===== src/hw/rtl/scf_pkg.sv =====
// Types and constants of the string compare engine.
package scf_pkg;

   localparam int LenWidth  = 16;
   localparam int AddrWidth = 32;
   localparam int ByteWidth = 8;

   localparam logic ActStart = 1'b0;
   localparam logic ActData  = 1'b1;

   // Input tuser, lowest bit first: action, three_operand.
   typedef struct packed {
      logic three_operand;
      logic action;
   } req_user_type;

   // Input tdata, lowest bits first.
   typedef struct packed {
      logic [ByteWidth-1:0] second_byte;
      logic [ByteWidth-1:0] first_byte;
      logic [ByteWidth-1:0] fill_byte;
      logic [AddrWidth-1:0] second_addr;
      logic [LenWidth-1:0]  second_len;
      logic [AddrWidth-1:0] first_addr;
      logic [LenWidth-1:0]  first_len;
   } req_data_type;

   // Result tdata, lowest bits first; two zero bits fill up the last byte.
   typedef struct packed {
      logic [1:0]           pad;
      logic                 flag_c;
      logic                 flag_z;
      logic                 flag_n;
      logic [AddrWidth-1:0] second_ptr;
      logic [LenWidth-1:0]  second_left;
      logic [AddrWidth-1:0] first_ptr;
      logic [LenWidth-1:0]  first_left;
      logic                 need_second;
      logic                 need_first;
      logic                 done_res;
   } rsp_data_type;

   // Handshake between the pipeline stages.
   typedef struct packed {
      logic valid;
      logic advance;
   } stage_ctl_type;

endpackage


===== src/hw/rtl/scf_in_stage.sv =====
// Input register stage of the string compare engine.
module scf_in_stage (
   input  logic                  clock,
   input  logic                  reset,
   input  logic                  req_tvalid,
   input  scf_pkg::req_user_type req_tuser,
   input  scf_pkg::req_data_type req_tdata,
   input  logic                  advance,
   output logic                  req_tready,
   output scf_pkg::stage_ctl_type ctl,
   output scf_pkg::req_user_type user,
   output scf_pkg::req_data_type data
);

   logic                  valid_ff, valid_in;
   scf_pkg::req_user_type user_ff;
   scf_pkg::req_data_type data_ff;

   // The stage frees itself in the same cycle that its word moves on.
   assign req_tready = !valid_ff || advance;
   assign valid_in   = (req_tvalid && req_tready) || (valid_ff && !advance);

   always_ff @(posedge clock) begin
      if (reset) begin
         valid_ff <= 1'b0;
      end else begin
         valid_ff <= valid_in;
      end
   end

   always_ff @(posedge clock) begin
      if (req_tvalid && req_tready) begin
         user_ff <= req_tuser;
         data_ff <= req_tdata;
      end
   end

   assign ctl.valid   = valid_ff;
   assign ctl.advance = advance;
   assign user        = user_ff;
   assign data        = data_ff;

endmodule


===== src/hw/rtl/scf_engine.sv =====
// Compare state registers and the per-word update logic.
module scf_engine (
   input  logic                   clock,
   input  logic                   reset,
   input  scf_pkg::stage_ctl_type ctl,
   input  scf_pkg::req_user_type  user,
   input  scf_pkg::req_data_type  data,
   output scf_pkg::rsp_data_type  result
);

   logic                            active_ff, active_in;
   logic [scf_pkg::LenWidth-1:0]    left1_ff, left1_in, left2_ff, left2_in;
   logic [scf_pkg::AddrWidth-1:0]   ptr1_ff, ptr1_in, ptr2_ff, ptr2_in;
   logic [scf_pkg::ByteWidth-1:0]   fill_ff, fill_in;
   logic                            cn_ff, cn_in, cz_ff, cz_in, cc_ff, cc_in;
   logic [scf_pkg::ByteWidth-1:0]   b1, b2;
   logic [scf_pkg::LenWidth-1:0]    len2;
   logic                            fire;

   assign fire = ctl.valid && ctl.advance;
   assign len2 = user.three_operand ? data.first_len : data.second_len;
   assign b1   = (left1_ff != '0) ? data.first_byte  : fill_ff;
   assign b2   = (left2_ff != '0) ? data.second_byte : fill_ff;

   always_comb begin
      active_in = active_ff;
      left1_in  = left1_ff;
      left2_in  = left2_ff;
      ptr1_in   = ptr1_ff;
      ptr2_in   = ptr2_ff;
      fill_in   = fill_ff;
      cn_in     = cn_ff;
      cz_in     = cz_ff;
      cc_in     = cc_ff;
      if (fire) begin
         if (user.action == scf_pkg::ActStart) begin
            left1_in  = data.first_len;
            left2_in  = len2;
            ptr1_in   = data.first_addr;
            ptr2_in   = data.second_addr;
            fill_in   = user.three_operand ? '0 : data.fill_byte;
            active_in = (data.first_len != '0) || (len2 != '0);
            if (!active_in) begin
               cn_in = 1'b0;
               cz_in = 1'b1;
               cc_in = 1'b0;
            end
         end else if (active_ff) begin
            if (b1 != b2) begin
               cn_in     = $signed(b1) < $signed(b2);
               cz_in     = 1'b0;
               cc_in     = b1 < b2;
               active_in = 1'b0;
            end else begin
               // An exhausted string stays put while the other one advances.
               if (left1_ff != '0) begin
                  left1_in = left1_ff - 1'b1;
                  ptr1_in  = ptr1_ff + 1'b1;
               end
               if (left2_ff != '0) begin
                  left2_in = left2_ff - 1'b1;
                  ptr2_in  = ptr2_ff + 1'b1;
               end
               if ((left1_in == '0) && (left2_in == '0)) begin
                  cn_in     = 1'b0;
                  cz_in     = 1'b1;
                  cc_in     = 1'b0;
                  active_in = 1'b0;
               end
            end
         end
      end
   end

   always_ff @(posedge clock) begin
      if (reset) begin
         active_ff <= 1'b0;
         left1_ff  <= '0;
         left2_ff  <= '0;
         ptr1_ff   <= '0;
         ptr2_ff   <= '0;
         fill_ff   <= '0;
         cn_ff     <= 1'b0;
         cz_ff     <= 1'b1;
         cc_ff     <= 1'b0;
      end else begin
         active_ff <= active_in;
         left1_ff  <= left1_in;
         left2_ff  <= left2_in;
         ptr1_ff   <= ptr1_in;
         ptr2_ff   <= ptr2_in;
         fill_ff   <= fill_in;
         cn_ff     <= cn_in;
         cz_ff     <= cz_in;
         cc_ff     <= cc_in;
      end
   end

   // The result word reports the state as it stands after this word.
   always_comb begin
      result.pad         = '0;
      result.done_res    = !active_in;
      result.need_first  = active_in && (left1_in != '0);
      result.need_second = active_in && (left2_in != '0);
      result.first_left  = left1_in;
      result.first_ptr   = ptr1_in;
      result.second_left = left2_in;
      result.second_ptr  = ptr2_in;
      result.flag_n      = !active_in && cn_in;
      result.flag_z      = !active_in && cz_in;
      result.flag_c      = !active_in && cc_in;
   end

endmodule


===== src/hw/rtl/scf_out_stage.sv =====
// Result register of the string compare engine.
module scf_out_stage (
   input  logic                  clock,
   input  logic                  reset,
   input  scf_pkg::rsp_data_type result,
   input  logic                  load,
   input  logic                  rsp_tready,
   output logic                  rsp_tvalid,
   output scf_pkg::rsp_data_type rsp_tdata,
   output logic                  free
);

   logic                  valid_ff, valid_in;
   scf_pkg::rsp_data_type data_ff;

   assign free     = !valid_ff || rsp_tready;
   assign valid_in = load || (valid_ff && !rsp_tready);

   always_ff @(posedge clock) begin
      if (reset) begin
         valid_ff <= 1'b0;
      end else begin
         valid_ff <= valid_in;
      end
   end

   always_ff @(posedge clock) begin
      if (load) begin
         data_ff <= result;
      end
   end

   assign rsp_tvalid = valid_ff;
   assign rsp_tdata  = data_ff;

endmodule


===== src/hw/rtl/string_compare_with_fill.sv =====
// Top level of the byte-string compare engine with fill byte.
//
// Words arrive on the req_ stream. A start word (action 0) loads both
// lengths, both addresses and the fill byte; with three_operand set the
// first length serves both strings and the fill byte is zero. A data
// word (action 1) carries the bytes fetched at the addresses that the
// previous result reported. Every word returns exactly one result word
// on the rsp_ stream with the updated lengths, addresses, the
// need_first and need_second fetch requests, and, once done_res is set,
// the N, Z and C flags. Memory access is done by the user of the block.
// From acceptance to rsp_tvalid a word passes the input register, then
// the compare and update logic feeding the result register. Throughput
// is one word per cycle while rsp_tready is high.
// Reset empties both stages, leaves the engine idle with zero lengths
// and addresses and Z set. When rsp_tready is low the result is held;
// one further word is taken into the input register, then req_tready
// drops until the result is taken.
module string_compare_with_fill (
   input  logic                  clock,
   input  logic                  reset,
   input  logic                  req_tvalid,
   output logic                  req_tready,
   // tuser: action, three_operand
   input  scf_pkg::req_user_type req_tuser,
   // tdata: first_len, first_addr, second_len, second_addr, fill_byte,
   //        first_byte, second_byte
   input  scf_pkg::req_data_type req_tdata,
   output logic                  rsp_tvalid,
   input  logic                  rsp_tready,
   // tdata: done_res, need_first, need_second, first_left, first_ptr,
   //        second_left, second_ptr, flag_n, flag_z, flag_c, two zero bits
   output scf_pkg::rsp_data_type rsp_tdata
);

   scf_pkg::stage_ctl_type ctl;
   scf_pkg::req_user_type  user;
   scf_pkg::req_data_type  data;
   scf_pkg::rsp_data_type  result;
   logic                   out_free;
   logic                   advance;

   assign advance = ctl.valid && out_free;

   scf_in_stage u_in (
      .clock      (clock),
      .reset      (reset),
      .req_tvalid (req_tvalid),
      .req_tuser  (req_tuser),
      .req_tdata  (req_tdata),
      .advance    (advance),
      .req_tready (req_tready),
      .ctl        (ctl),
      .user       (user),
      .data       (data)
   );

   scf_engine u_engine (
      .clock  (clock),
      .reset  (reset),
      .ctl    (ctl),
      .user   (user),
      .data   (data),
      .result (result)
   );

   scf_out_stage u_out (
      .clock      (clock),
      .reset      (reset),
      .result     (result),
      .load       (advance),
      .rsp_tready (rsp_tready),
      .rsp_tvalid (rsp_tvalid),
      .rsp_tdata  (rsp_tdata),
      .free       (out_free)
   );

endmodule


===== config.mk =====
export PLATFORM = sky130hd
export DESIGN_NAME = string_compare_with_fill
export DESIGN_NICKNAME = d
export VERILOG_FILES = /design/src/hw/rtl/scf_pkg.sv /design/src/hw/rtl/scf_in_stage.sv /design/src/hw/rtl/scf_engine.sv /design/src/hw/rtl/scf_out_stage.sv /design/src/hw/rtl/string_compare_with_fill.sv
export SDC_FILE = /design/constraint.sdc
export NUM_CORES = 1
export LEC_CHECK = 0
export ABC_AREA = 1
export BUFFER_PORTS_ARGS = -buffer_cell sky130_fd_sc_hd__buf_4
export CORE_MARGIN = 8
export CORE_UTILIZATION = 30
export CTS_CLUSTER_SIZE = 25
export DETAILED_ROUTE_END_ITERATION = 16
export PLACE_DENSITY = 0.51
export SKIP_CTS_REPAIR_TIMING = 1
export SLEW_MARGIN = 40
export SYNTH_ARGS = -nofsm -noshare
export SYNTH_HDL_FRONTEND = slang
export SYNTH_SLANG_ARGS = --single-unit

===== constraint.sdc =====
create_clock -name clock -period 5.7 [get_ports clock]
set_input_delay 1.425 -clock clock [delete_from_list [all_inputs] [get_ports clock]]
set_output_delay 1.425 -clock clock [all_outputs]
set_load 0.1 [all_outputs]

Word level (Yosys, flattened, before mapping)
Index checks and enable logic that the tools add are counted.
{ "totals": {"regBits": 334, "wordCells": 123} }
{ "classes": {"eq_ne": 1, "n_lt_le_gt_ge": 2, "mux": 55, "n_bitwise": 1, "add_sub_neg": 4, "n_reduce_logical": 30} }
{ "op_table": {"columns": ["operator", "count"], "rows": [
  ["$mux 32", 10],
  ["$mux 16", 19],
  ["$reduce_bool 16->1", 6],
  ["$add 32x1->32 const B", 2],
  ["$logic_not 16->1", 2],
  ["$sub 16x1->16 const B", 2],
  ["$mux 8", 3],
  ["$mux 1", 23],
  ["$lt 8x8->1", 2],
  ["$logic_and 1x1->1", 11],
  ["$ne 8x8->1", 1],
  ["$logic_not 1->1", 5],
  ["$logic_or 1x1->1", 5],
  ["$reduce_and 2->1", 1],
  ["$not 1->1", 1]
]} }

Depth between registers and ports, before layout
Gate-level depths: netlist (run 1).
{ "depth": {"word_depth": 16, "mapped_depth": 24} }

Hierarchy
Synthesis (run 1) repeated with hierarchy kept, for this count alone.
{ "unflattened": {"hier_cells": 1870, "area_unflattened_um2": 16163.0} }
{ "modules_own_cells": {"columns": ["module", "area_per_inst_um2", "instances", "cells_per_inst", "seq_area_each_um2"], "rows": [
  ["scf_engine", 9263.9, 1, 1629, 2162.1],
  ["scf_in_stage", 3726.1, 1, 130, 3683.5],
  ["scf_out_stage", 3165.5, 1, 109, 3143.0],
  ["string_compare_with_fill", 7.5, 1, 2, 0.0]
]} }

Least setup slack after synthesis (run 1)
OpenSTA, ideal clock, no wires.
{ "synth_path": {"path_kind": "input port to flip-flop", "start": "in rsp_tready", "end": "reg u_out.data_ff, in the netlist u_out.rsp_tdata[96], data pin", "setup_ns": 0.261, "path_stages": 9, "setup_slack_ns": -0.111, "required_ns": 5.439, "path_buffers": 2, "t_arrival_ns": 5.549, "path_cell_list": "inv_1 -> nand2_1 -> nand2_2 -> inv_2 -> buf_1 -> clkbuf_1 -> o21ai_0 -> inv_1 -> nand2_1"} }
{ "synth_rtl": {"columns": ["element", "line", "source"], "rows": [
  ["start, declared", "string_compare_with_fill.sv:29", "input logic rsp_tready,"],
  ["end signal, assigned", "scf_out_stage.sv:29", "data_ff <= result;"],
  ["end, declared", "scf_out_stage.sv:14", "scf_pkg::rsp_data_type data_ff;"]
]} }

==> flow_summary.html, run 1 <==
<table>
<tr><th>Metric</th><th>Value</th></tr>
<tr><th colspan="2">Timing</th></tr>
<tr><td>Tmin final</td><td>4570 ps</td></tr>
<tr><td>Setup-violating endpoint count in the final report</td><td>0</td></tr>
<tr><td>Number of slew-limit violations in the final report</td><td>0</td></tr>
<tr><td>Worst-Margin Slew</td><td>799 ps</td></tr>
<tr><td>Max-Slew Margin vs Limit</td><td>46.2%</td></tr>
<tr><td>Count of endpoints failing hold in the final timing report</td><td>0</td></tr>
<tr><td>Least setup slack across all paths after layout</td><td>1130 ps</td></tr>
<tr><td>Post-Route Setup TNS</td><td>0 ps</td></tr>
<tr><td>Final setup skew</td><td>28.7 ps</td></tr>
<tr><td>Fmax</td><td>219 MHz</td></tr>
<tr><td>Setup repair after global routing missed its margin</td><td>false</td></tr>
<tr><td>Period Utilization, post-route</td><td>80.2%</td></tr>
<tr><th colspan="2">Synthesis</th></tr>
<tr><td>Library cell with the highest instance count after synthesis</td><td>sky130_fd_sc_hd__nand2_1</td></tr>
<tr><td>Top post-synthesis cells by area</td><td>sky130_fd_sc_hd__edfxtp_1 42%, sky130_fd_sc_hd__dfxtp_1 14%, sky130_fd_sc_hd__nand2_1 10%, sky130_fd_sc_hd__inv_1 5.6%, sky130_fd_sc_hd__nor2_1 3.8%</td></tr>
<tr><td>Primary FF master, synth</td><td>sky130_fd_sc_hd__edfxtp_1</td></tr>
<tr><td>Share of the synthesized area in the top cell type</td><td>42.3%</td></tr>
<tr><td>Sequential fraction of the synthesis area</td><td>56.2%</td></tr>
<tr><td>Async set-reset flop share out of synthesis</td><td>0%</td></tr>
<tr><td>Synth Warn #</td><td>0</td></tr>
<tr><td>Synthesized area divided by synthesized cell count</td><td>8.81 um^2</td></tr>
<tr><td>Number of storage elements in the synthesis netlist</td><td>334</td></tr>
<tr><td>Syn Inst Count</td><td>1,803</td></tr>
<tr><td>Count of flip-flops with a built-in enable after synthesis</td><td>224</td></tr>
<tr><td>Count of different cell masters after synthesis</td><td>56</td></tr>
<tr><td>Biggest area consumer among synthesized cells</td><td>sky130_fd_sc_hd__edfxtp_1</td></tr>
<tr><td>Summed instance area of the synthesized netlist</td><td>0.0159 mm^2</td></tr>
<tr><td>Ranking of synthesized cells by instance count</td><td>427 x sky130_fd_sc_hd__nand2_1, 235 x sky130_fd_sc_hd__inv_1, 224 x sky130_fd_sc_hd__edfxtp_1, 160 x sky130_fd_sc_hd__nor2_1, 119 x sky130_fd_sc_hd__a21oi_1</td></tr>
<tr><th colspan="2">Place</th></tr>
<tr><td>Port bufs</td><td>229</td></tr>
<tr><td>Post-placement cell area</td><td>0.0183 mm^2</td></tr>
<tr><td>Final Wtd Congestion</td><td>0.933</td></tr>
<tr><td>HPWL after detailed placement</td><td>39,700 um</td></tr>
<tr><td>Cell Count Post-Placement</td><td>2,676</td></tr>
<tr><td>Worst setup slack after placement</td><td>1190 ps</td></tr>
<tr><th colspan="2">Cells and area</th></tr>
<tr><td>Sequential cell area in the final layout</td><td>0.00893 mm^2</td></tr>
<tr><td>Multi-input combinational cell area</td><td>0.00575 mm^2</td></tr>
<tr><td>Final net count</td><td>2,170</td></tr>
<tr><td>Non-Filler Cell Area, Final</td><td>0.0197 mm^2</td></tr>
<tr><td>Number of inserted filler cells in the final layout</td><td>5,286</td></tr>
<tr><td>Antenna Diode Count</td><td>0</td></tr>
<tr><td>End-of-flow core utilization</td><td>37.5%</td></tr>
<tr><td>Share of post-route cells with drive strength above 1</td><td>18.6%</td></tr>
<tr><td>Area grow syn2layout</td><td>23.8%</td></tr>
<tr><td>Count of placed standard cells in the final layout, fillers left out</td><td>2,751</td></tr>
<tr><th colspan="2">Critical path</th></tr>
<tr><td>Highest cell delay on the worst timing path</td><td>430 ps</td></tr>
<tr><td>Largest driver fanout on the critical path</td><td>29</td></tr>
<tr><td>Required time of the worst setup path</td><td>6020 ps</td></tr>
<tr><td>Buf+Inv Stages, Crit Path</td><td>3</td></tr>
<tr><td>Crit end category</td><td>flip-flop</td></tr>
<tr><td>Family with the most delay on the worst path</td><td>simple AND/OR/NAND/NOR gates</td></tr>
<tr><td>CP Data Arrival Time</td><td>4890 ps</td></tr>
<tr><td>Critical path start-end classification</td><td>flip-flop to flip-flop</td></tr>
<tr><td>Standard cell with the maximum stage delay on the critical path</td><td>sky130_fd_sc_hd__nor2_8</td></tr>
<tr><td>Chain of cells forming the critical path</td><td>inv_1 -&gt; ha_1 -&gt; nand2_1 -&gt; nor2_2 -&gt; nand2_1 -&gt; inv_1 -&gt; o21ai_0 -&gt; ha_1 -&gt; nand2_2 -&gt; nor2_4 -&gt; nand2_4 -&gt; nor2_8 -&gt; nand2_4 -&gt; inv_2 -&gt; nand2_1 -&gt; a21oi_1 -&gt; o21ai_0 -&gt; o21ai_0 -&gt; nand4_1 -&gt; nor2_1 -&gt; nor2_1</td></tr>
<tr><td>Critical path launch point type</td><td>flip-flop</td></tr>
<tr><th colspan="2">Global routing</th></tr>
<tr><td>Largest net degree at the start of global routing</td><td>74</td></tr>
<tr><td>Global router's overall resource usage</td><td>17.1%</td></tr>
<tr><td>Number of antenna violations at the first check in global routing</td><td>0</td></tr>
<tr><td>Number of global-route vias before repair</td><td>13,100</td></tr>
<tr><td>GR Overflow Total</td><td>0</td></tr>
<tr><td>Wire length of the first global-routing pass</td><td>79,800 um</td></tr>
<tr><th colspan="2">Pwr</th></tr>
<tr><td>Combinational Power Share</td><td>17.4%</td></tr>
<tr><td>Sw frac</td><td>30.2%</td></tr>
<tr><td>Power density relative to cell area</td><td>335 mW/mm^2</td></tr>
<tr><td>Switching component of the power</td><td>1.99 mW</td></tr>
<tr><td>Internal power of the cells</td><td>4.60 mW</td></tr>
<tr><td>Leakage Power</td><td>8.21 nW</td></tr>
<tr><td>Share of total power in the clock network</td><td>40.1%</td></tr>
<tr><td>Proportion of power drawn by flip-flops and latches</td><td>42.5%</td></tr>
<tr><td>Peak supply drop</td><td>227 uV</td></tr>
<tr><th colspan="2">Clock tree</th></tr>
<tr><td>CTS Buf Count</td><td>41</td></tr>
<tr><td>Clock-pin transition on the worst setup and hold timing paths</td><td>60 ps</td></tr>
<tr><td>H-tree level count</td><td>2</td></tr>
<tr><td>Skew-Pair Late Insertion Delay</td><td>570 ps</td></tr>
<tr><td>Clock Tree Root</td><td>sky130_fd_sc_hd__clkbuf_16</td></tr>
<tr><td>TritonCTS clock tree</td><td>built</td></tr>
<tr><td>Sinks on Clock Net</td><td>334</td></tr>
<tr><td>Maximum number of buffers from clock root to sink</td><td>3</td></tr>
<tr><th colspan="2">Routing</th></tr>
<tr><td>Per-cell via count in the routed design</td><td>4.76</td></tr>
<tr><td>Drt initial violations</td><td>803</td></tr>
<tr><td>Wirelength per Cell</td><td>19.3 um</td></tr>
<tr><td>WL final</td><td>53,200 um</td></tr>
<tr><td>Vias after detailed routing</td><td>13,100</td></tr>
<tr><td>Detailed-routing iteration count for the pre-antenna-repair pass</td><td>5</td></tr>
<tr><td>Number of nets with antenna violations after detailed routing</td><td>0</td></tr>
<tr><td>DRC errors left</td><td>0</td></tr>
<tr><th colspan="2">Floorplanning</th></tr>
<tr><td>Area of the die</td><td>0.0606 mm^2</td></tr>
<tr><td># rows</td><td>84</td></tr>
<tr><td>Die extent in x</td><td>246 um</td></tr>
<tr><td>Area inside the core boundary</td><td>0.0524 mm^2</td></tr>
<tr><td>Number of top-level pins</td><td>232</td></tr>
<tr><td>Y dimension of the die</td><td>246 um</td></tr>
<tr><td>Initial standard-cell utilization of the core</td><td>30.3%</td></tr>
<tr><th colspan="2">Flow run</th></tr>
<tr><td># Max-Cap Violations</td><td>0</td></tr>
<tr><th colspan="2">Run status</th></tr>
<tr><td>Run status</td><td>finished, final reports clean</td></tr>
<tr><th colspan="2">Min path</th></tr>
<tr><td>HP Class</td><td>flip-flop to flip-flop</td></tr>
</table>
## power groups by stage
stage	registers, mW	clock network, mW	logic (mW)
2_1_floorplan	3.11	0	0.531
3_3_place_gp	2.86	0	1.14
3_5_place_dp	2.86	0	1.14
4_1_cts	2.81	2.72	1.15
5_1_grt	2.82	2.80	1.25
6_report	2.80	2.64	1.15
## final cells by class
class	instances	share of cell area, %
Timing Repair Buffer	246	9.44
Multi-Input combinational cell	1163	29.2
Tap cell	688	4.38
Clock buffer	45	5.34
Clock inverter	30	1.52
Inverter	245	4.71
Sequential cell	334	45.4
## cells in the final DEF (no fill, tap or decap), types with 7 or more instances in the layout
master	netlist	final
sky130_fd_sc_hd__xor2_1	22	22
sky130_fd_sc_hd__nand2_2	9	9
sky130_fd_sc_hd__o22ai_1	19	19
sky130_fd_sc_hd__a22o_1	7	7
sky130_fd_sc_hd__nand4_1	30	30
sky130_fd_sc_hd__clkinv_2	0	11
sky130_fd_sc_hd__buf_4	6	243
sky130_fd_sc_hd__o211ai_1	11	11
sky130_fd_sc_hd__clkbuf_16	0	41
sky130_fd_sc_hd__nand2_1	427	427
sky130_fd_sc_hd__dfxtp_1	110	110
sky130_fd_sc_hd__a31oi_1	14	14
sky130_fd_sc_hd__or2_2	9	9
sky130_fd_sc_hd__edfxtp_1	224	224
sky130_fd_sc_hd__inv_1	235	234
sky130_fd_sc_hd__o21ai_1	11	11
sky130_fd_sc_hd__nor2_4	8	9
sky130_fd_sc_hd__nor2_1	160	160
sky130_fd_sc_hd__nand3_1	80	80
sky130_fd_sc_hd__inv_2	10	9
sky130_fd_sc_hd__a211oi_1	9	9
sky130_fd_sc_hd__o21ai_0	117	117
sky130_fd_sc_hd__nor3_1	30	30
sky130_fd_sc_hd__ha_1	13	13
sky130_fd_sc_hd__nor2_2	10	9
sky130_fd_sc_hd__a21oi_1	119	119
## per-stage QoR
stage / hold WS [ps] / total power, mW
after floorplan: 452 / 3.64
after global placement: 467 / 4.00
after detailed placement: 473 / 4.00
after CTS: 481 / 6.67
after global routing: 507 / 6.86
final: 481 / 6.59
## logic make-up after synthesis
kind of cell,Yosys count,share of synthesized area (%)
xor gates and xnor gates,24,1.32
DFF,334,56.2
muxes,2,0.126
AOI/OAI and AO/OA,331,11.7
and+or+nand+nor,791,21.9
adders and majority gates,13,1.02
other,1,0.0236
buffers and inverters,307,7.69
## flip-flops by register name, summed over array words and instances, names as in the netlist, 2 cells and up
signal and count:
u_out.rsp_tdata 102, u_engine.left2_ff 16, u_in.data 120, u_engine.ptr1_ff 32, u_engine.left1_ff 16, u_in.user 2
u_engine.ptr2_ff 32, u_engine.fill_ff 8
## path summary, 6_finish.rpt
check,slack (ps),endpoint,start,cells after the start
max,1130,u_out.rsp_tdata[2]$_DFFE_PP_,u_engine.left2_ff[0]$_SDFF_PP0_,21
min,480,u_out.rsp_tvalid$_SDFF_PP0_,u_in.valid_ff$_SDFF_PP0_,2
max reg2reg,1130,u_out.rsp_tdata[2]$_DFFE_PP_,u_engine.left2_ff[0]$_SDFF_PP0_,21
min reg2reg,480,u_out.rsp_tvalid$_SDFF_PP0_,u_in.valid_ff$_SDFF_PP0_,2
## worst min-delay path, stage by stage, from the launching register on
cell and delay [ps]:
sky130_fd_sc_hd__dfxtp_1 320, sky130_fd_sc_hd__inv_1 60, sky130_fd_sc_hd__a21oi_1 50
## metal layers
metal  vias to the layer above  routed length (um)  GRT usage, %
li1                       6503                   -             -
met1                      6190               24300          22.8
met2                       335               25000          28.2
met3                        58                2790          2.92
met4                         0                1070          4.86
met5                         -                   0             0
Note: power is estimated with default switching activity, not from simulation.
==> inputs of run 2 (changes only) <==
==> constraint.sdc (replaced) <==
create_clock -name clock -period 4 [get_ports clock]
set_input_delay 1 -clock clock [delete_from_list [all_inputs] [get_ports clock]]
set_output_delay 1 -clock clock [all_outputs]
set_load 0.1 [all_outputs]
==> run 2 against run 1 <==
Compared with the run above: combinational power rose by 50%; routed wire length rose by 2.5%; sequential power rose by 42%; flip-flop and latch count did not move; utilization rose by 0.80 points; sequential share of layout area fell by 0.95 points; first-iteration DRC count rose by 18%; clock power rose by 39%; final area rose by 2.1%; register-to-register slack got worse by 920 ps; via count rose by 2.6%; largest power group unchanged; highest routed layer unchanged.
==> flow_summary.html, run 2 (synthesized netlist as in run 1, its figures left out) <==
<table>
<tr><th>Metric</th><th>Value</th></tr>
<tr><th colspan="2">Clock tree</th></tr>
<tr><td>Maximum number of buffers from clock root to sink</td><td>3</td></tr>
<tr><td>CTS Buf Count</td><td>40</td></tr>
<tr><td>Clock-pin transition on the worst setup and hold timing paths</td><td>60 ps</td></tr>
<tr><td>H-tree level count</td><td>2</td></tr>
<tr><td>TritonCTS clock tree</td><td>built</td></tr>
<tr><td>Skew-Pair Late Insertion Delay</td><td>570 ps</td></tr>
<tr><td>Clock Tree Root</td><td>sky130_fd_sc_hd__clkbuf_16</td></tr>
<tr><td>Sinks on Clock Net</td><td>334</td></tr>
<tr><th colspan="2">Critical path</th></tr>
<tr><td>Register-to-register setup slack</td><td>210 ps</td></tr>
<tr><td>Standard cell with the maximum stage delay on the critical path</td><td>sky130_fd_sc_hd__dfxtp_1</td></tr>
<tr><td>Worst r2r dst</td><td>u_out.rsp_tdata[2]$_DFFE_PP_</td></tr>
<tr><td>CP Data Arrival Time</td><td>4110 ps</td></tr>
<tr><td>Buf+Inv Stages, Crit Path</td><td>6</td></tr>
<tr><td>Critical path start-end classification</td><td>flip-flop to flip-flop</td></tr>
<tr><td>Most numerous cell on the critical path</td><td>sky130_fd_sc_hd__nand2_1</td></tr>
<tr><td>Required time of the worst setup path</td><td>4320 ps</td></tr>
<tr><td>Launch point of the worst reg-to-reg path</td><td>u_engine.left2_ff[0]$_SDFF_PP0_</td></tr>
<tr><td>Family with the most delay on the worst path</td><td>simple AND/OR/NAND/NOR gates</td></tr>
<tr><td>Critical path launch point type</td><td>flip-flop</td></tr>
<tr><td>Crit end category</td><td>flip-flop</td></tr>
<tr><td>Largest driver fanout on the critical path</td><td>17</td></tr>
<tr><td>Highest cell delay on the worst timing path</td><td>420 ps</td></tr>
<tr><td>Number of cells traversed by the worst register-to-register path</td><td>24</td></tr>
<tr><td>Chain of cells forming the critical path</td><td>inv_1 -&gt; ha_1 -&gt; nand2_1 -&gt; nor2_2 -&gt; nand2_1 -&gt; buf_6 -&gt; inv_1 -&gt; nand2_1 -&gt; o21ai_0 -&gt; ha_1 -&gt; nand2_2 -&gt; nor2_4 -&gt; nand2_4 -&gt; nor2_8 -&gt; inv_2 -&gt; buf_4 -&gt; buf_12 -&gt; nand2_1 -&gt; a31oi_1 -&gt; nand2_1 -&gt; nor3_1 -&gt; nand4_1 -&gt; nor2_1 -&gt; nor2_1</td></tr>
<tr><th colspan="2">Timing</th></tr>
<tr><td>Setup-violating endpoint count in the final report</td><td>0</td></tr>
<tr><td>Least setup slack across all paths after layout</td><td>212 ps</td></tr>
<tr><td>Final setup skew</td><td>33.5 ps</td></tr>
<tr><td>Post-Route Setup TNS</td><td>0 ps</td></tr>
<tr><td>Period Utilization, post-route</td><td>94.7%</td></tr>
<tr><td>Tmin final</td><td>3790 ps</td></tr>
<tr><td>Worst-Margin Slew</td><td>932 ps</td></tr>
<tr><td>Number of slew-limit violations in the final report</td><td>0</td></tr>
<tr><td>Fmax</td><td>264 MHz</td></tr>
<tr><td>Setup repair after global routing missed its margin</td><td>false</td></tr>
<tr><td>Count of endpoints failing hold in the final timing report</td><td>0</td></tr>
<tr><td>Max-Slew Margin vs Limit</td><td>37.2%</td></tr>
<tr><th colspan="2">Place</th></tr>
<tr><td>Final Wtd Congestion</td><td>0.895</td></tr>
<tr><td>Worst setup slack after placement</td><td>87.1 ps</td></tr>
<tr><td>Port bufs</td><td>229</td></tr>
<tr><td>HPWL after detailed placement</td><td>40,800 um</td></tr>
<tr><th colspan="2">Pwr</th></tr>
<tr><td>Peak supply drop</td><td>238 uV</td></tr>
<tr><td>Leakage Power</td><td>8.46 nW</td></tr>
<tr><td>Power density relative to cell area</td><td>467 mW/mm^2</td></tr>
<tr><th colspan="2">Cells and area</th></tr>
<tr><td>Area grow syn2layout</td><td>26.5%</td></tr>
<tr><td>Antenna Diode Count</td><td>0</td></tr>
<tr><td>Number of inserted filler cells in the final layout</td><td>5,244</td></tr>
<tr><td>Max FFs per register</td><td>120</td></tr>
<tr><td>Multi-input combinational cell area</td><td>0.00580 mm^2</td></tr>
<tr><td>Share of post-route cells with drive strength above 1</td><td>20.7%</td></tr>
<tr><td>Final net count</td><td>2,218</td></tr>
<tr><td>Most frequent cells in the layout</td><td>427 x sky130_fd_sc_hd__nand2_1, 290 x sky130_fd_sc_hd__buf_4, 233 x sky130_fd_sc_hd__inv_1</td></tr>
<tr><td>Sequential cell area in the final layout</td><td>0.00893 mm^2</td></tr>
<tr><td>Commonest non-fill, non-tap cell in the layout</td><td>sky130_fd_sc_hd__nand2_1</td></tr>
<tr><td>End-of-flow core utilization</td><td>38.3%</td></tr>
<tr><th colspan="2">Global routing</th></tr>
<tr><td>Global router's overall resource usage</td><td>17.6%</td></tr>
<tr><td>Global Route met2 Usage</td><td>28.3%</td></tr>
<tr><td>GR Overflow Total</td><td>0</td></tr>
<tr><td>Number of global-route vias before repair</td><td>13,600</td></tr>
<tr><td>Met3 GRT Util</td><td>2.74%</td></tr>
<tr><td>Met1 capacity usage during global routing</td><td>24.0%</td></tr>
<tr><td>Largest net degree at the start of global routing</td><td>123</td></tr>
<tr><td>Wire length of the first global-routing pass</td><td>82,800 um</td></tr>
<tr><td>Layer with the highest usage after global routing</td><td>met2</td></tr>
<tr><td>Number of antenna violations at the first check in global routing</td><td>0</td></tr>
<tr><th colspan="2">Floorplanning</th></tr>
<tr><td>Number of top-level pins</td><td>232</td></tr>
<tr><td>Initial standard-cell utilization of the core</td><td>30.3%</td></tr>
<tr><td># rows</td><td>84</td></tr>
<tr><td>Y dimension of the die</td><td>246 um</td></tr>
<tr><td>Area of the die</td><td>0.0606 mm^2</td></tr>
<tr><td>Die extent in x</td><td>246 um</td></tr>
<tr><td>Area inside the core boundary</td><td>0.0524 mm^2</td></tr>
<tr><th colspan="2">Min path</th></tr>
<tr><td>HP Class</td><td>flip-flop to flip-flop</td></tr>
<tr><td>Hold path startpoint</td><td>u_engine.fill_ff[6]$_SDFFE_PP0P_</td></tr>
<tr><td>Endpoint, Worst Hold</td><td>u_engine.fill_ff[6]$_SDFFE_PP0P_</td></tr>
<tr><td>Instance count along the most critical hold path</td><td>2</td></tr>
<tr><th colspan="2">Routing</th></tr>
<tr><td>Detailed-routing iteration count for the pre-antenna-repair pass</td><td>5</td></tr>
<tr><td>Wirelength per Cell</td><td>19.5 um</td></tr>
<tr><td>Per-cell via count in the routed design</td><td>4.80</td></tr>
<tr><td>Drt initial violations</td><td>945</td></tr>
<tr><td>Vias after detailed routing</td><td>13,400</td></tr>
<tr><td>WL final</td><td>54,500 um</td></tr>
<tr><td>DRC errors left</td><td>0</td></tr>
<tr><td>Number of nets with antenna violations after detailed routing</td><td>0</td></tr>
<tr><th colspan="2">Run status</th></tr>
<tr><td>Run status</td><td>finished, final reports clean</td></tr>
<tr><th colspan="2">Flow run</th></tr>
<tr><td># Max-Cap Violations</td><td>0</td></tr>
</table>
[run 2: per-layer routing]
layer | share of wire (%) | wire (um) | vias to the layer above
met5 | 0 | 0 | -
met4 | 2.5 | 1370 | 0
met3 | 5.2 | 2830 | 76
met2 | 46 | 25200 | 383
met1 | 46 | 25100 | 6396
li1 | - | - | 6574
[run 2: how the worst max path moves through the flow]
stage                               startpoint                            to  slack (ps)  cells after the start
2_1_floorplan                       rsp_tready        u_in.data[0]$_DFFE_PP_         200                      4
5_1_grt        u_engine.left2_ff[0]$_SDFF_PP0_  u_out.rsp_tdata[1]$_DFFE_PP_           3                     22
4_1_cts        u_engine.left1_ff[0]$_SDFF_PP0_  u_out.rsp_tdata[2]$_DFFE_PP_          90                     20
3_3_place_gp   u_engine.left1_ff[0]$_SDFF_PP0_  u_out.rsp_tdata[2]$_DFFE_PP_          40                     20
6_report       u_engine.left2_ff[0]$_SDFF_PP0_  u_out.rsp_tdata[2]$_DFFE_PP_         210                     24
3_5_place_dp   u_engine.left1_ff[0]$_SDFF_PP0_  u_out.rsp_tdata[2]$_DFFE_PP_          90                     20
[run 2: final cells by class]
| class | instances | share of cell area [%] |
|---|---|---|
| flip-flops and latches | 334 | 44.4 |
| multi-input cells | 1163 | 28.9 |
| repair buffers | 295 | 11.2 |
| clock buffers | 56 | 5.58 |
| inverters | 245 | 4.62 |
| well taps | 688 | 4.28 |
| clock inverters | 17 | 0.946 |
[run 2: stage by stage]
step                      instance area [um^2]  power [mW]  instances  hold slack [ps]
after floorplan                          15900        5.18       1804              452
after global placement                   18700        5.77       2722              477
after detailed placement                 18700        5.77       2722              478
after CTS                                20000        9.49       2795              487
after global routing                     20100        9.79       2798              508
final                                    20100        9.39       2798              490
[run 2: where the power goes]
group	leakage (nW)	internal (mW)	switching, mW
combinational	4.76	0.482	1.24
clock	0.635	2.17	1.50
sequential	3.07	3.89	0.103
total	8.46	6.55	2.84
[run 2: worst register-to-register path, stage by stage, from the launching register on]
cell and delay [ps]:
sky130_fd_sc_hd__dfxtp_1 420, sky130_fd_sc_hd__inv_1 110, sky130_fd_sc_hd__ha_1 230, sky130_fd_sc_hd__nand2_1 130, sky130_fd_sc_hd__nor2_2 80, sky130_fd_sc_hd__nand2_1 100, sky130_fd_sc_hd__buf_6 170, sky130_fd_sc_hd__inv_1 80
sky130_fd_sc_hd__nand2_1 60, sky130_fd_sc_hd__o21ai_0 80, sky130_fd_sc_hd__ha_1 340, sky130_fd_sc_hd__nand2_2 110, sky130_fd_sc_hd__nor2_4 50, sky130_fd_sc_hd__nand2_4 140, sky130_fd_sc_hd__nor2_8 70, sky130_fd_sc_hd__inv_2 90
sky130_fd_sc_hd__buf_4 140, sky130_fd_sc_hd__buf_12 160, sky130_fd_sc_hd__nand2_1 60, sky130_fd_sc_hd__a31oi_1 280, sky130_fd_sc_hd__nand2_1 90, sky130_fd_sc_hd__nor3_1 240, sky130_fd_sc_hd__nand4_1 150, sky130_fd_sc_hd__nor2_1 140
sky130_fd_sc_hd__nor2_1 40
==> inputs of run 3 (changes only) <==
--- a/config.mk
+++ b/config.mk
@@ -9,6 +9,7 @@
 export BUFFER_PORTS_ARGS = -buffer_cell sky130_fd_sc_hd__buf_4
 export CORE_MARGIN = 8
 export CORE_UTILIZATION = 30
+export CTS_BUF_LIST = sky130_fd_sc_hd__clkbuf_16
 export CTS_CLUSTER_SIZE = 25
 export DETAILED_ROUTE_END_ITERATION = 16
 export PLACE_DENSITY = 0.51
==> run 3 against run 2 <==
Compared with the run above: clock power shrank 3%; global-route usage is essentially flat; setup slack gained 15 ps; die area is the same; flip-flop and latch count is the same; utilization shrank 0.076 points; routed wire length is essentially flat; register-to-register slack is essentially flat; total power shrank 1.1%; critical endpoint unchanged; largest power group unchanged; highest routed layer unchanged.
==> flow_summary.html, run 3 (synthesized netlist as in run 1, its figures left out) <==
<table>
<tr><th>Metric</th><th>Value</th></tr>
<tr><th colspan="2">Cells and area</th></tr>
<tr><td>Most frequent cells in the layout</td><td>427 x sky130_fd_sc_hd__nand2_1, 290 x sky130_fd_sc_hd__buf_4, 244 x sky130_fd_sc_hd__inv_1</td></tr>
<tr><td>Final net count</td><td>2,218</td></tr>
<tr><td>Share of post-route cells with drive strength above 1</td><td>20.5%</td></tr>
<tr><td>Sequential cell area in the final layout</td><td>0.00893 mm^2</td></tr>
<tr><td>Multi-input combinational cell area</td><td>0.00580 mm^2</td></tr>
<tr><td>Antenna Diode Count</td><td>0</td></tr>
<tr><td>Max FFs per register</td><td>120</td></tr>
<tr><td>Commonest non-fill, non-tap cell in the layout</td><td>sky130_fd_sc_hd__nand2_1</td></tr>
<tr><td>Non-Filler Cell Area, Final</td><td>0.0201 mm^2</td></tr>
<tr><td>Area grow syn2layout</td><td>26.2%</td></tr>
<tr><td>End-of-flow core utilization</td><td>38.2%</td></tr>
<tr><td>Number of inserted filler cells in the final layout</td><td>5,250</td></tr>
<tr><td>Count of placed standard cells in the final layout, fillers left out</td><td>2,798</td></tr>
<tr><th colspan="2">Floorplanning</th></tr>
<tr><td># rows</td><td>84</td></tr>
<tr><td>Number of top-level pins</td><td>232</td></tr>
<tr><td>Y dimension of the die</td><td>246 um</td></tr>
<tr><td>Area of the die</td><td>0.0606 mm^2</td></tr>
<tr><td>Area inside the core boundary</td><td>0.0524 mm^2</td></tr>
<tr><td>Initial standard-cell utilization of the core</td><td>30.3%</td></tr>
<tr><td>Die extent in x</td><td>246 um</td></tr>
<tr><th colspan="2">Critical path</th></tr>
<tr><td>Launch point of the worst reg-to-reg path</td><td>u_engine.left2_ff[0]$_SDFF_PP0_</td></tr>
<tr><td>Largest driver fanout on the critical path</td><td>17</td></tr>
<tr><td>Buf+Inv Stages, Crit Path</td><td>7</td></tr>
<tr><td>Standard cell with the maximum stage delay on the critical path</td><td>sky130_fd_sc_hd__dfxtp_1</td></tr>
<tr><td>Critical path launch point type</td><td>flip-flop</td></tr>
<tr><td>CP Data Arrival Time</td><td>4090 ps</td></tr>
<tr><td>Register-to-register setup slack</td><td>230 ps</td></tr>
<tr><td>Highest cell delay on the worst timing path</td><td>400 ps</td></tr>
<tr><td>Most numerous cell on the critical path</td><td>sky130_fd_sc_hd__nand2_1</td></tr>
<tr><td>Crit end category</td><td>flip-flop</td></tr>
<tr><td>Required time of the worst setup path</td><td>4320 ps</td></tr>
<tr><td>Critical path start-end classification</td><td>flip-flop to flip-flop</td></tr>
<tr><td>Number of cells traversed by the worst register-to-register path</td><td>24</td></tr>
<tr><td>Chain of cells forming the critical path</td><td>inv_1 -&gt; ha_1 -&gt; nand2_1 -&gt; nor2_2 -&gt; nand2_1 -&gt; buf_6 -&gt; inv_1 -&gt; nand2_1 -&gt; o21ai_0 -&gt; ha_1 -&gt; nand2_2 -&gt; nor2_4 -&gt; nand2_4 -&gt; nor2_8 -&gt; inv_2 -&gt; buf_4 -&gt; buf_12 -&gt; nand2_1 -&gt; a31oi_1 -&gt; inv_1 -&gt; nor3_1 -&gt; nand4_1 -&gt; nor2_1 -&gt; nor2_1</td></tr>
<tr><td>Worst r2r dst</td><td>u_out.rsp_tdata[2]$_DFFE_PP_</td></tr>
<tr><td>Family with the most delay on the worst path</td><td>simple AND/OR/NAND/NOR gates</td></tr>
<tr><th colspan="2">Timing</th></tr>
<tr><td>Worst-Margin Slew</td><td>885 ps</td></tr>
<tr><td>Fmax</td><td>265 MHz</td></tr>
<tr><td>Post-Route Setup TNS</td><td>0 ps</td></tr>
<tr><td>Setup-violating endpoint count in the final report</td><td>0</td></tr>
<tr><td>Least setup slack across all paths after layout</td><td>227 ps</td></tr>
<tr><td>Period Utilization, post-route</td><td>94.3%</td></tr>
<tr><td>Tmin final</td><td>3770 ps</td></tr>
<tr><td>Worst hold margin</td><td>490 ps</td></tr>
<tr><td>Count of endpoints failing hold in the final timing report</td><td>0</td></tr>
<tr><td>Max-Slew Margin vs Limit</td><td>40.4%</td></tr>
<tr><td>Number of slew-limit violations in the final report</td><td>0</td></tr>
<tr><td>Setup repair after global routing missed its margin</td><td>false</td></tr>
<tr><td>Final setup skew</td><td>35.1 ps</td></tr>
<tr><th colspan="2">Global routing</th></tr>
<tr><td>GR Overflow Total</td><td>0</td></tr>
<tr><td>Number of antenna violations at the first check in global routing</td><td>0</td></tr>
<tr><td>Number of global-route vias before repair</td><td>13,600</td></tr>
<tr><td>Wire length of the first global-routing pass</td><td>82,800 um</td></tr>
<tr><td>Largest net degree at the start of global routing</td><td>123</td></tr>
<tr><td>Global router's overall resource usage</td><td>17.6%</td></tr>
<tr><th colspan="2">Clock tree</th></tr>
<tr><td>Skew-Pair Late Insertion Delay</td><td>570 ps</td></tr>
<tr><td>TritonCTS clock tree</td><td>built</td></tr>
<tr><td>Clock-pin transition on the worst setup and hold timing paths</td><td>60 ps</td></tr>
<tr><td>Clock Tree Root</td><td>sky130_fd_sc_hd__clkbuf_16</td></tr>
<tr><td>Maximum number of buffers from clock root to sink</td><td>3</td></tr>
<tr><td>CTS Buf Count</td><td>40</td></tr>
<tr><td>Sinks on Clock Net</td><td>334</td></tr>
<tr><td>H-tree level count</td><td>2</td></tr>
<tr><th colspan="2">Place</th></tr>
<tr><td>Final Wtd Congestion</td><td>0.895</td></tr>
<tr><td>Port bufs</td><td>229</td></tr>
<tr><td>Worst setup slack after placement</td><td>87.1 ps</td></tr>
<tr><td>HPWL after detailed placement</td><td>40,800 um</td></tr>
<tr><td>Post-placement cell area</td><td>0.0187 mm^2</td></tr>
<tr><td>Cell Count Post-Placement</td><td>2,722</td></tr>
<tr><th colspan="2">Flow run</th></tr>
<tr><td># Max-Cap Violations</td><td>0</td></tr>
<tr><th colspan="2">Min path</th></tr>
<tr><td>HP Class</td><td>flip-flop to flip-flop</td></tr>
<tr><td>Instance count along the most critical hold path</td><td>2</td></tr>
<tr><td>Endpoint, Worst Hold</td><td>u_engine.fill_ff[6]$_SDFFE_PP0P_</td></tr>
<tr><td>Hold path startpoint</td><td>u_engine.fill_ff[6]$_SDFFE_PP0P_</td></tr>
<tr><th colspan="2">Routing</th></tr>
<tr><td>Detailed-routing iteration count for the pre-antenna-repair pass</td><td>5</td></tr>
<tr><td>Number of nets with antenna violations after detailed routing</td><td>0</td></tr>
<tr><td>Vias after detailed routing</td><td>13,400</td></tr>
<tr><td>Drt initial violations</td><td>981</td></tr>
<tr><td>Per-cell via count in the routed design</td><td>4.78</td></tr>
<tr><td>Wirelength per Cell</td><td>19.5 um</td></tr>
<tr><td>DRC errors left</td><td>0</td></tr>
<tr><td>WL final</td><td>54,500 um</td></tr>
<tr><th colspan="2">Pwr</th></tr>
<tr><td>Peak supply drop</td><td>237 uV</td></tr>
<tr><td>Power density relative to cell area</td><td>463 mW/mm^2</td></tr>
<tr><td>Overall power of the completed layout</td><td>9.28 mW</td></tr>
<tr><td>Leakage Power</td><td>8.49 nW</td></tr>
<tr><th colspan="2">Run status</th></tr>
<tr><td>Run status</td><td>finished, final reports clean</td></tr>
</table>
## run 3: worst min-delay path: stages (launching register included)
cell,delay [ps]
sky130_fd_sc_hd__dfxtp_1,290
sky130_fd_sc_hd__inv_1,80
sky130_fd_sc_hd__a211oi_1,70
## run 3: metal layers
layer	global-route usage (%)	wire length, um
met2	28.3	25200
met1	24.0	25100
met5	0	0
met4	5.73	1350
met3	2.74	2770
## run 3: cell type report
cell class | instances | area share (%)
multi-input cells | 1163 | 28.9
inverters | 245 | 4.63
well taps | 688 | 4.29
repair buffers | 295 | 11.3
clock inverters | 32 | 1.23
flip-flops and latches | 334 | 44.5
clock buffers | 41 | 5.12
## run 3: report_power, final
group	switching, mW	internal [mW]	total [mW]
logic	1.24	0.482	1.72
registers	0.103	3.89	3.99
clock network	1.50	2.07	3.57
## run 3: worst max-delay path by stage
stage,startpoint,end,slack (ps),cells past startpoint
3_5_place_dp,u_engine.left1_ff[0]$_SDFF_PP0_,u_out.rsp_tdata[2]$_DFFE_PP_,90,20
4_1_cts,u_engine.left1_ff[0]$_SDFF_PP0_,u_out.rsp_tdata[2]$_DFFE_PP_,90,20
2_1_floorplan,rsp_tready,u_in.data[0]$_DFFE_PP_,200,4
3_3_place_gp,u_engine.left1_ff[0]$_SDFF_PP0_,u_out.rsp_tdata[2]$_DFFE_PP_,40,20
6_report,u_engine.left2_ff[0]$_SDFF_PP0_,u_out.rsp_tdata[2]$_DFFE_PP_,230,24
5_1_grt,u_engine.left2_ff[0]$_SDFF_PP0_,u_out.rsp_tdata[1]$_DFFE_PP_,3,22
